$ cat config.mk
export PLATFORM = sky130hd
export DESIGN_NAME = envelope_onset_trigger
export DESIGN_NICKNAME = d
export VERILOG_FILES = /design/src/sv/eot_pkg.sv /design/src/sv/eot_mul.sv /design/src/sv/eot_detect.sv /design/src/sv/envelope_onset_trigger.sv
export SDC_FILE = /design/constraint.sdc
export NUM_CORES = 1
export LEC_CHECK = 0
export ABC_AREA = 1
export BUFFER_PORTS_ARGS = -buffer_cell sky130_fd_sc_hd__buf_2
export CAP_MARGIN = 20
export CORE_MARGIN = 2
export CORE_UTILIZATION = 25
export CTS_BUF_LIST = sky130_fd_sc_hd__clkbuf_16
export DETAILED_ROUTE_END_ITERATION = 7
export GPL_TIMING_DRIVEN = 0
export PLACE_DENSITY = 0.5
export SLEW_MARGIN = 25
export SYNTH_ARGS = -nofsm -noshare
export SYNTH_HDL_FRONTEND = slang
export SYNTH_SLANG_ARGS = --single-unit
$ cat constraint.sdc
create_clock -name i_clk -period 8.43 [get_ports i_clk]
set_input_delay 0.4215 -clock i_clk [delete_from_list [all_inputs] [get_ports i_clk]]
set_output_delay 0.4215 -clock i_clk [all_outputs]
set_load 0.005 [all_outputs]
$ cat src/sv/eot_pkg.sv
// eot_pkg: shared widths, register map and reset values of the envelope onset trigger
// used by eot_mul, eot_detect and envelope_onset_trigger
`timescale 1ns / 1ps

package eot_pkg;

    localparam int SAMPLE_BITS = 16;
    localparam int COEFF_BITS  = 16;

    localparam int MAG_W   = SAMPLE_BITS + 1;
    localparam int ENV_W   = SAMPLE_BITS + 1 + COEFF_BITS;
    localparam int ENVH_W  = ENV_W - COEFF_BITS;
    localparam int MUL_W   = ((SAMPLE_BITS > COEFF_BITS) ? SAMPLE_BITS : COEFF_BITS) + 1;
    localparam int PROD_W  = 2 * MUL_W;
    localparam int ACC_W   = ENV_W + COEFF_BITS + 1;
    localparam int THR_W   = 16;
    localparam int CD_W    = 16;
    localparam int VEL_W   = SAMPLE_BITS;

    localparam logic [THR_W-1:0] THRESH_MIN = THR_W'(4);
    localparam logic [VEL_W-1:0] VEL_FULL   = VEL_W'(1) << (SAMPLE_BITS - 1);

    localparam int ADDR_W = 5;
    localparam int DATA_W = 32;

    typedef enum logic [2:0] {
        REG_THRESHOLD = 3'd0,
        REG_ATTACK    = 3'd1,
        REG_RELEASE   = 3'd2,
        REG_COOLDOWN  = 3'd3,
        REG_USE_SEC   = 3'd4
    } t_reg_idx;

    localparam logic [THR_W-1:0]      RST_THRESHOLD = THR_W'(1638);
    localparam logic [COEFF_BITS-1:0] RST_ATTACK    = COEFF_BITS'(64188);
    localparam logic [COEFF_BITS-1:0] RST_RELEASE   = COEFF_BITS'(65519);
    localparam logic [CD_W-1:0]       RST_COOLDOWN  = CD_W'(1920);
    localparam logic                  RST_USE_SEC   = 1'b1;

    typedef struct packed {
        logic [THR_W-1:0] threshold;
        logic [CD_W-1:0]  cooldown_len;
    } t_det_cfg;

endpackage

$ cat src/sv/eot_mul.sv
// eot_mul: shared unsigned multiplier with registered product
// depends on eot_pkg for operand widths
`timescale 1ns / 1ps

module eot_mul (
    input  logic                       i_clk,
    input  logic [eot_pkg::MUL_W-1:0]  i_a,
    input  logic [eot_pkg::MUL_W-1:0]  i_b,
    output logic [eot_pkg::PROD_W-1:0] o_prod
);

    logic [eot_pkg::PROD_W-1:0] r_prod;

    always_ff @(posedge i_clk) begin
        r_prod <= eot_pkg::PROD_W'(i_a) * eot_pkg::PROD_W'(i_b);
    end

    assign o_prod = r_prod;

endmodule

$ cat src/sv/eot_detect.sv
// eot_detect: onset decision with arm flag and cooldown counter
// depends on eot_pkg for widths and the t_det_cfg struct
`timescale 1ns / 1ps

module eot_detect (
    input  logic                      i_clk,
    input  logic                      i_rst_n,
    input  logic                      i_step,
    input  logic [eot_pkg::ENV_W-1:0] i_env,
    input  eot_pkg::t_det_cfg         i_cfg,
    output logic                      o_onset
);

    localparam int EW = eot_pkg::ENV_W;
    localparam int CW = eot_pkg::CD_W;

    logic          r_above;
    logic          n_above;
    logic [CW-1:0] r_cooldown;
    logic [CW-1:0] n_cooldown;
    logic [CW-1:0] cd_loaded;
    logic          enabled;
    logic [EW-1:0] thr_full;
    logic [EW-1:0] thr_half;
    logic          onset;

    assign enabled  = i_cfg.threshold >= eot_pkg::THRESH_MIN;
    assign thr_full = EW'(i_cfg.threshold) << eot_pkg::COEFF_BITS;
    assign thr_half = EW'(i_cfg.threshold) << (eot_pkg::COEFF_BITS - 1);
    assign onset    = enabled && !r_above && (i_env >= thr_full) && (r_cooldown == '0);

    always_comb begin
        n_above = r_above;
        if (onset) begin
            n_above = 1'b1;
        end else if (enabled && (i_env < thr_half)) begin
            n_above = 1'b0;
        end
        cd_loaded  = onset ? i_cfg.cooldown_len : r_cooldown;
        n_cooldown = (cd_loaded != '0) ? cd_loaded - CW'(1) : cd_loaded;
    end

    always_ff @(posedge i_clk) begin
        if (!i_rst_n) begin
            r_above    <= 1'b0;
            r_cooldown <= '0;
        end else if (i_step) begin
            r_above    <= n_above;
            r_cooldown <= n_cooldown;
        end
    end

    assign o_onset = onset;

endmodule

$ cat src/sv/envelope_onset_trigger.sv
// envelope_onset_trigger: peak envelope follower with onset trigger, top level
// depends on eot_pkg, eot_mul and eot_detect
// An item is taken only while the block is idle and then steps through ST_MUL_LO,
// ST_MUL_HI, ST_MUL_LVL, ST_ACC and ST_DET until its result sits in the output register.
// The envelope update a*E + (1-a)*L (r*E alone while falling, as the blend term is then
// zero) runs as three passes through one shared 17x17 multiplier (coefficient times low
// and high envelope halves, then the blend coefficient times the rectified level), then a
// last accumulate and the onset decision. A stalled result holds the decision step until
// the output register frees. Onset velocity is always full scale.
`timescale 1ns / 1ps

module envelope_onset_trigger (
    input  logic                                i_clk,
    input  logic                                i_rst_n,
    input  logic                                i_in_valid,
    output logic                                o_in_ready,
    input  logic signed [eot_pkg::SAMPLE_BITS-1:0] i_sample_first,
    input  logic signed [eot_pkg::SAMPLE_BITS-1:0] i_sample_second,
    output logic                                o_out_valid,
    input  logic                                i_out_ready,
    output logic                                o_onset_pulse,
    output logic [eot_pkg::VEL_W-1:0]           o_velocity,
    output logic [eot_pkg::ENVH_W-1:0]          o_envelope_level,
    input  logic                                psel,
    input  logic                                penable,
    input  logic                                pwrite,
    input  logic [eot_pkg::ADDR_W-1:0]          paddr,
    input  logic [eot_pkg::DATA_W-1:0]          pwdata,
    output logic [eot_pkg::DATA_W-1:0]          prdata,
    output logic                                pready
);

    localparam int CB = eot_pkg::COEFF_BITS;
    localparam int MW = eot_pkg::MUL_W;
    localparam int PW = eot_pkg::PROD_W;
    localparam int AW = eot_pkg::ACC_W;
    localparam int EW = eot_pkg::ENV_W;
    localparam int HW = eot_pkg::ENVH_W;
    localparam int GW = eot_pkg::MAG_W;
    localparam int DW = eot_pkg::DATA_W;

    typedef enum logic [5:0] {
        ST_IDLE    = 6'b000001,
        ST_MUL_LO  = 6'b000010,
        ST_MUL_HI  = 6'b000100,
        ST_MUL_LVL = 6'b001000,
        ST_ACC     = 6'b010000,
        ST_DET     = 6'b100000
    } t_state;

    // configuration registers
    logic [eot_pkg::THR_W-1:0] r_threshold;
    logic [CB-1:0]             r_attack;
    logic [CB-1:0]             r_release;
    logic [eot_pkg::CD_W-1:0]  r_cooldown_len;
    logic                      r_use_sec;
    logic                      cfg_wr;
    eot_pkg::t_reg_idx         cfg_idx;

    assign pready  = 1'b1;
    assign cfg_wr  = psel && penable && pwrite;
    assign cfg_idx = eot_pkg::t_reg_idx'(paddr[4:2]);

    always_ff @(posedge i_clk) begin
        if (!i_rst_n) begin
            r_threshold    <= eot_pkg::RST_THRESHOLD;
            r_attack       <= eot_pkg::RST_ATTACK;
            r_release      <= eot_pkg::RST_RELEASE;
            r_cooldown_len <= eot_pkg::RST_COOLDOWN;
            r_use_sec      <= eot_pkg::RST_USE_SEC;
        end else if (cfg_wr) begin
            unique case (cfg_idx)
                eot_pkg::REG_THRESHOLD: r_threshold    <= pwdata[eot_pkg::THR_W-1:0];
                eot_pkg::REG_ATTACK:    r_attack       <= pwdata[CB-1:0];
                eot_pkg::REG_RELEASE:   r_release      <= pwdata[CB-1:0];
                eot_pkg::REG_COOLDOWN:  r_cooldown_len <= pwdata[eot_pkg::CD_W-1:0];
                eot_pkg::REG_USE_SEC:   r_use_sec      <= pwdata[0];
                default: ;
            endcase
        end
    end

    always_comb begin
        unique case (cfg_idx)
            eot_pkg::REG_THRESHOLD: prdata = DW'(r_threshold);
            eot_pkg::REG_ATTACK:    prdata = DW'(r_attack);
            eot_pkg::REG_RELEASE:   prdata = DW'(r_release);
            eot_pkg::REG_COOLDOWN:  prdata = DW'(r_cooldown_len);
            eot_pkg::REG_USE_SEC:   prdata = DW'(r_use_sec);
            default:                prdata = '0;
        endcase
    end

    // input rectify and attack/release choice
    t_state               r_state;
    t_state               n_state;
    logic [EW-1:0]        r_env;
    logic [AW-1:0]        r_acc;
    logic [AW-1:0]        n_acc;
    logic [GW-1:0]        r_mag;
    logic                 r_rise;
    logic signed [GW-1:0] sum;
    logic [GW-1:0]        mag;
    logic [EW-1:0]        level;
    logic                 accept;

    assign o_in_ready = (r_state == ST_IDLE);
    assign accept     = i_in_valid && o_in_ready;
    assign sum        = GW'(i_sample_first) + (r_use_sec ? GW'(i_sample_second) : GW'(0));
    assign mag        = sum[GW-1] ? GW'(-sum) : GW'(sum);
    assign level      = EW'(mag) << CB;

    // shared multiplier operands
    logic [CB-1:0] coeff;
    logic [MW-1:0] blend;
    logic [MW-1:0] mul_a;
    logic [MW-1:0] mul_b;
    logic [PW-1:0] prod;
    logic [AW-1:0] prod_ext;

    assign coeff    = r_rise ? r_attack : r_release;
    assign blend    = (MW'(1) << CB) - MW'(r_attack);
    assign prod_ext = AW'(prod);

    always_comb begin
        mul_a = MW'(coeff);
        mul_b = '0;
        n_acc = r_acc;
        unique case (r_state)
            ST_MUL_LO: begin
                mul_b = MW'(r_env[CB-1:0]);
                n_acc = '0;
            end
            ST_MUL_HI: begin
                mul_b = MW'(r_env[EW-1:CB]);
                n_acc = prod_ext;
            end
            ST_MUL_LVL: begin
                mul_a = r_rise ? blend : '0;
                mul_b = MW'(r_mag);
                n_acc = r_acc + (prod_ext << CB);
            end
            ST_ACC: begin
                n_acc = r_acc + (prod_ext << CB);
            end
            default: ;
        endcase
    end

    eot_mul u_mul (
        .i_clk  (i_clk),
        .i_a    (mul_a),
        .i_b    (mul_b),
        .o_prod (prod)
    );

    // onset decision
    eot_pkg::t_det_cfg det_cfg;
    logic              det_step;
    logic              onset;
    logic              out_free;

    assign det_cfg.threshold    = r_threshold;
    assign det_cfg.cooldown_len = r_cooldown_len;
    assign out_free             = !o_out_valid || i_out_ready;
    assign det_step             = (r_state == ST_DET) && out_free;

    eot_detect u_detect (
        .i_clk   (i_clk),
        .i_rst_n (i_rst_n),
        .i_step  (det_step),
        .i_env   (r_env),
        .i_cfg   (det_cfg),
        .o_onset (onset)
    );

    // sequencer
    always_comb begin
        n_state = r_state;
        unique case (r_state)
            ST_IDLE:    if (accept) n_state = ST_MUL_LO;
            ST_MUL_LO:  n_state = ST_MUL_HI;
            ST_MUL_HI:  n_state = ST_MUL_LVL;
            ST_MUL_LVL: n_state = ST_ACC;
            ST_ACC:     n_state = ST_DET;
            ST_DET:     if (out_free) n_state = ST_IDLE;
            default:    n_state = ST_IDLE;
        endcase
    end

    always_ff @(posedge i_clk) begin
        if (!i_rst_n) begin
            r_state <= ST_IDLE;
            r_env   <= '0;
        end else begin
            r_state <= n_state;
            if (r_state == ST_ACC) begin
                r_env <= n_acc[EW+CB-1:CB];
            end
        end
    end

    always_ff @(posedge i_clk) begin
        r_acc <= n_acc;
        if (accept) begin
            r_mag  <= mag;
            r_rise <= level > r_env;
        end
    end

    // output register
    logic              r_out_valid;
    logic              r_pulse;
    logic [HW-1:0]     r_level;

    always_ff @(posedge i_clk) begin
        if (!i_rst_n) begin
            r_out_valid <= 1'b0;
        end else if (det_step) begin
            r_out_valid <= 1'b1;
        end else if (i_out_ready) begin
            r_out_valid <= 1'b0;
        end
    end

    always_ff @(posedge i_clk) begin
        if (det_step) begin
            r_pulse <= onset;
            r_level <= r_env[EW-1:CB];
        end
    end

    assign o_out_valid      = r_out_valid;
    assign o_onset_pulse    = r_pulse;
    assign o_velocity       = r_pulse ? eot_pkg::VEL_FULL : '0;
    assign o_envelope_level = r_level;

endmodule
==> summary.md <==
| Metric | Value |
|---|---|
| Clock tree sinks | 225 |
| Antenna violations before repair | 4 |
| Maximum count of clock buffers along a single path | 3 |
| Global-route congestion overflow total | 0 |
| Worst slew margin relative to its limit | 0.309 |
| Count of yosys warnings during synthesis | 0 |
| CP bufs+invs | 8 |
| Total routing resource utilization after global routing | 0.161 |
| Die extent in x | 309 um |
| Most used standard cell by instance count after synthesis | sky130_fd_sc_hd__nand2_1 |
| Global-route wire length before repair | 117 mm |
| Number of clock buffers inserted by TritonCTS | 27 |
| Switching part of the total power | 0.321 |
| Util after Layout | 0.287 |
| Sequential group share of total power | 0.395 |
| Worst path most repeated cell | sky130_fd_sc_hd__fa_1 |
| NumNets Final | 3760 |
| Critical path arrival | 8.55 ns |
| Iteration-0 DRC count of the detailed router | 1293 |
| Power density over cell area | 111 nW/um^2 |
| Hold slack final | 0.145 ns |
| Overall routed net length | 77.4 mm |
| Fraction of layout cells with a size suffix above 1 | 0.0970 |
| DRC violations left | 0 |
| Worst path slowest cell | sky130_fd_sc_hd__fa_1 |
| Data required time at the worst endpoint | 8.87 ns |
| Top FF cell, synth | sky130_fd_sc_hd__dfxtp_1 |
| H-tree Lvls | 1 |
| Count of hold buffers inserted by post-cts repair | 0 |
| Final instance area | 26300 sq um |
| ANT nets after route | 0 |
| Later-pin clock latency in the skew report | 0.57 ns |
| Worst Path Max Fanout | 10 |
| Overall power after layout | 2.92 mW |
| Routed via count divided by cell count | 4.49 |
| Cell taking the most area after synthesis | sky130_fd_sc_hd__fa_1 |
| Die area | 95300 sq um |
| Footprint of the multi-input gates | 15500 sq um |
| Root buffer selected by CTS | sky130_fd_sc_hd__clkbuf_16 |
| Setup TNS Final | 0 ns |
| Share of synthesized flip-flops with an asynchronous set or reset | 0 |
| F_max | 123 MHz |
| Worst setup skew after layout | 0.0133 ns |
| # placed instances | 4464 |
| Vertical die dimension | 309 um |
| Total net switching power | 937 uW |
| Number of synthesized register bits | 225 |
| Non-filler instance count after layout | 4513 |
| Fill cell total of the finished layout | 10080 |
| Starting utilization of the core area | 0.253 |
| Leakage component of the power | 13.8 nW |
| Number of distinct standard cells referenced by the synthesized netlist | 57 |
| Kind of cell adding the most delay to the critical path | adder cells |
| Area of the core | 91800 sq um |
| Gate count after technology mapping | 3096 |
| Worst slew pin tran | 1.04 ns |
| Worst min-delay path class | input pin to register |
| Run status | completed |
| Detail-routed net length per standard cell | 17.2 um |
| Final Hold Violating Endpoints | 0 |
| Clock share of power | 0.393 |
| Area contributors post-synth | sky130_fd_sc_hd__fa_1 20%, sky130_fd_sc_hd__dfxtp_1 16%, sky130_fd_sc_hd__ha_1 11% |
| Area taken by flip-flops and latches | 4860 sq um |
| Crit. End Element | register |
| Cell Int Power | 1.98 mW |
| Worst Setup Slack, final | 0.319 ns |
| Critical Path Start Type | register |
| Synthesized area | 23200 sq um |
| # port buffers | 92 |
| Vias in the first global route | 19738 |
| Number of maximum-capacitance constraint violations | 0 |
| P&R area growth vs syn | 13.4% |
| Portion of synthesized cell area occupied by the leading cell type | 0.195 |
| Placement Setup Slack | -0.334 ns |
| Critical Setup Path Class | register to register |
| Pin count of the biggest net entering global routing | 28 |
| Final worst-path cycle share | 0.962 |
| Seq/Total Area, Yosys | 0.210 |
| Iteration count of the initial detailed-routing pass | 5 |
| Placer's final routability congestion estimate | 0.892 |
| Clock transition at the registers of the reported paths | 0.06 ns |
| Post-detail-place hpwl | 64.9 mm |
| Total via count in the routed design | 20262 |
| Combinational share of power | 0.211 |
| CTS tree | yes |
| Number of max-slew violations in the final report | 0 |
| Final critical delay including setup and external delays | 8.11 ns |
| Slowest cell delay on critical path | 0.62 ns |
| Number of top-level pins | 145 |
| Most instantiated cells after synthesis | 676 x sky130_fd_sc_hd__nand2_1, 582 x sky130_fd_sc_hd__inv_1, 261 x sky130_fd_sc_hd__nor2_1 |
| Placed standard-cell area | 25400 sq um |
| Setup Viol. Count Final | 0 |
| Number of flops mapped to enable cells by yosys | 36 |
| Avg Inst Size Synth | 7.49 sq um |
| Worst-case vdd ir drop | 111 uV |
| Row count | 111 |
[path summary, 6_finish.rpt]
path / from / end / slack, ns / depth (start not counted)
worst max-delay path: r_state[5] / u_mul.o_prod[30] / 0.32 / 27
worst min-delay path: pwdata[0] / r_release[0] / 0.15 / 3
worst max register to register: r_state[5] / u_mul.o_prod[30] / 0.32 / 27
worst min register to register: r_acc[16] / r_acc[16] / 0.45 / 2
[power groups by stage]
stage / Sequential [mW] / Combinational (mW) / Clock, mW
floorplan: 1.17 / 0.406 / 0
global placement: 1.17 / 0.609 / 0
detailed placement: 1.17 / 0.613 / 0
CTS: 1.15 / 0.616 / 1.17
global route: 1.16 / 0.683 / 1.21
finish: 1.15 / 0.617 / 1.15
[registers in the layout, indices dropped and copies added, names as in the netlist]
name / flops
r_rise: 1
r_cooldown_len: 16
u_detect.r_above: 1
r_attack: 16
o_out_valid: 1
r_threshold: 16
r_env: 33
u_detect.r_cooldown: 16
r_mag: 17
r_release: 16
u_mul.o_prod: 34
r_state: 6
r_acc: 33
o_envelope_level: 17
r_use_sec: 1
o_onset_pulse: 1
[area by class of cell]
cell class / count / area share
Antenna cell: 1 / 0.0000951
Timing Repair Buffer: 98 / 0.0192
Multi-Input combinational cell: 2161 / 0.590
Clock inverter: 19 / 0.00523
Clock buffer: 29 / 0.0276
Sequential cell: 225 / 0.185
Tap cell: 1243 / 0.0591
Inverter: 620 / 0.0887
Buffer: 117 / 0.0253
[worst register-to-register path, cell delays in order (launching register included)]
cell	delay, ns
sky130_fd_sc_hd__dfxtp_1	0.36
sky130_fd_sc_hd__nor2_2	0.23
sky130_fd_sc_hd__inv_2	0.10
sky130_fd_sc_hd__nor4_4	0.28
sky130_fd_sc_hd__buf_4	0.18
sky130_fd_sc_hd__buf_2	0.30
sky130_fd_sc_hd__a221oi_1	0.25
sky130_fd_sc_hd__inv_2	0.26
sky130_fd_sc_hd__buf_2	0.33
sky130_fd_sc_hd__nand2_1	0.12
sky130_fd_sc_hd__fa_1	0.49
sky130_fd_sc_hd__inv_1	0.05
sky130_fd_sc_hd__fa_1	0.45
sky130_fd_sc_hd__fa_1	0.56
sky130_fd_sc_hd__inv_1	0.05
sky130_fd_sc_hd__fa_1	0.46
sky130_fd_sc_hd__fa_1	0.52
sky130_fd_sc_hd__fa_1	0.62
sky130_fd_sc_hd__inv_1	0.06
sky130_fd_sc_hd__ha_1	0.38
sky130_fd_sc_hd__nand2_1	0.13
sky130_fd_sc_hd__nor4_2	0.42
sky130_fd_sc_hd__a21oi_4	0.16
sky130_fd_sc_hd__o21bai_1	0.29
sky130_fd_sc_hd__a21oi_1	0.17
sky130_fd_sc_hd__o21ai_0	0.30
sky130_fd_sc_hd__a21oi_1	0.13
sky130_fd_sc_hd__xor2_1	0.30
[timing repair]
item                                    in CTS  in global routing
endpoints found under the setup margin       3                  4
resized for setup                            2                 21
endpoints found under the hold margin        0                  0
pin swaps                                    1                  0
buffers inserted                             3                  0
[cell families (layout without fill, tap and decap cells)]
group / after synthesis / after routing / share of synthesized area
XOR/XNOR: 70 / 70 / 0.0264
AO/OA/AOI/OAI: 469 / 469 / 0.120
buffers and inverters: 740 / 883 / 0.129
other: 2 / 33 / 0.000324
flip-flops: 225 / 225 / 0.210
AND/OR/NAND/NOR: 1156 / 1156 / 0.207
adder cells (fa/ha/maj): 434 / 434 / 0.307
[metal layers]
layer,share of wire,global-route usage,up-vias
met5,0.00035,0,-
met1,0.46,0.220,9643
met3,0.055,0.0235,82
met2,0.47,0.269,530
li1,-,-,10003
met4,0.019,0.0332,4
[cell usage in the layout (no fill, tap or decap), types with 17 or more instances in the layout]
| cell | instances |
|---|---|
| sky130_fd_sc_hd__a21oi_1 | 171 |
| sky130_fd_sc_hd__buf_2 | 122 |
| sky130_fd_sc_hd__buf_4 | 41 |
| sky130_fd_sc_hd__clkbuf_1 | 40 |
| sky130_fd_sc_hd__clkbuf_16 | 29 |
| sky130_fd_sc_hd__conb_1 | 32 |
| sky130_fd_sc_hd__dfxtp_1 | 189 |
| sky130_fd_sc_hd__edfxtp_1 | 36 |
| sky130_fd_sc_hd__fa_1 | 226 |
| sky130_fd_sc_hd__ha_1 | 208 |
| sky130_fd_sc_hd__inv_1 | 587 |
| sky130_fd_sc_hd__inv_2 | 34 |
| sky130_fd_sc_hd__nand2_1 | 674 |
| sky130_fd_sc_hd__nand2_2 | 17 |
| sky130_fd_sc_hd__nand3_1 | 112 |
| sky130_fd_sc_hd__nand4_1 | 23 |
| sky130_fd_sc_hd__nor2_1 | 260 |
| sky130_fd_sc_hd__nor3_1 | 22 |
| sky130_fd_sc_hd__o2111ai_1 | 18 |
| sky130_fd_sc_hd__o211ai_1 | 29 |
| sky130_fd_sc_hd__o21ai_0 | 142 |
| sky130_fd_sc_hd__o21ai_1 | 19 |
| sky130_fd_sc_hd__xnor2_1 | 18 |
| sky130_fd_sc_hd__xor2_1 | 52 |
Note: power is estimated with default switching activity, not from simulation.
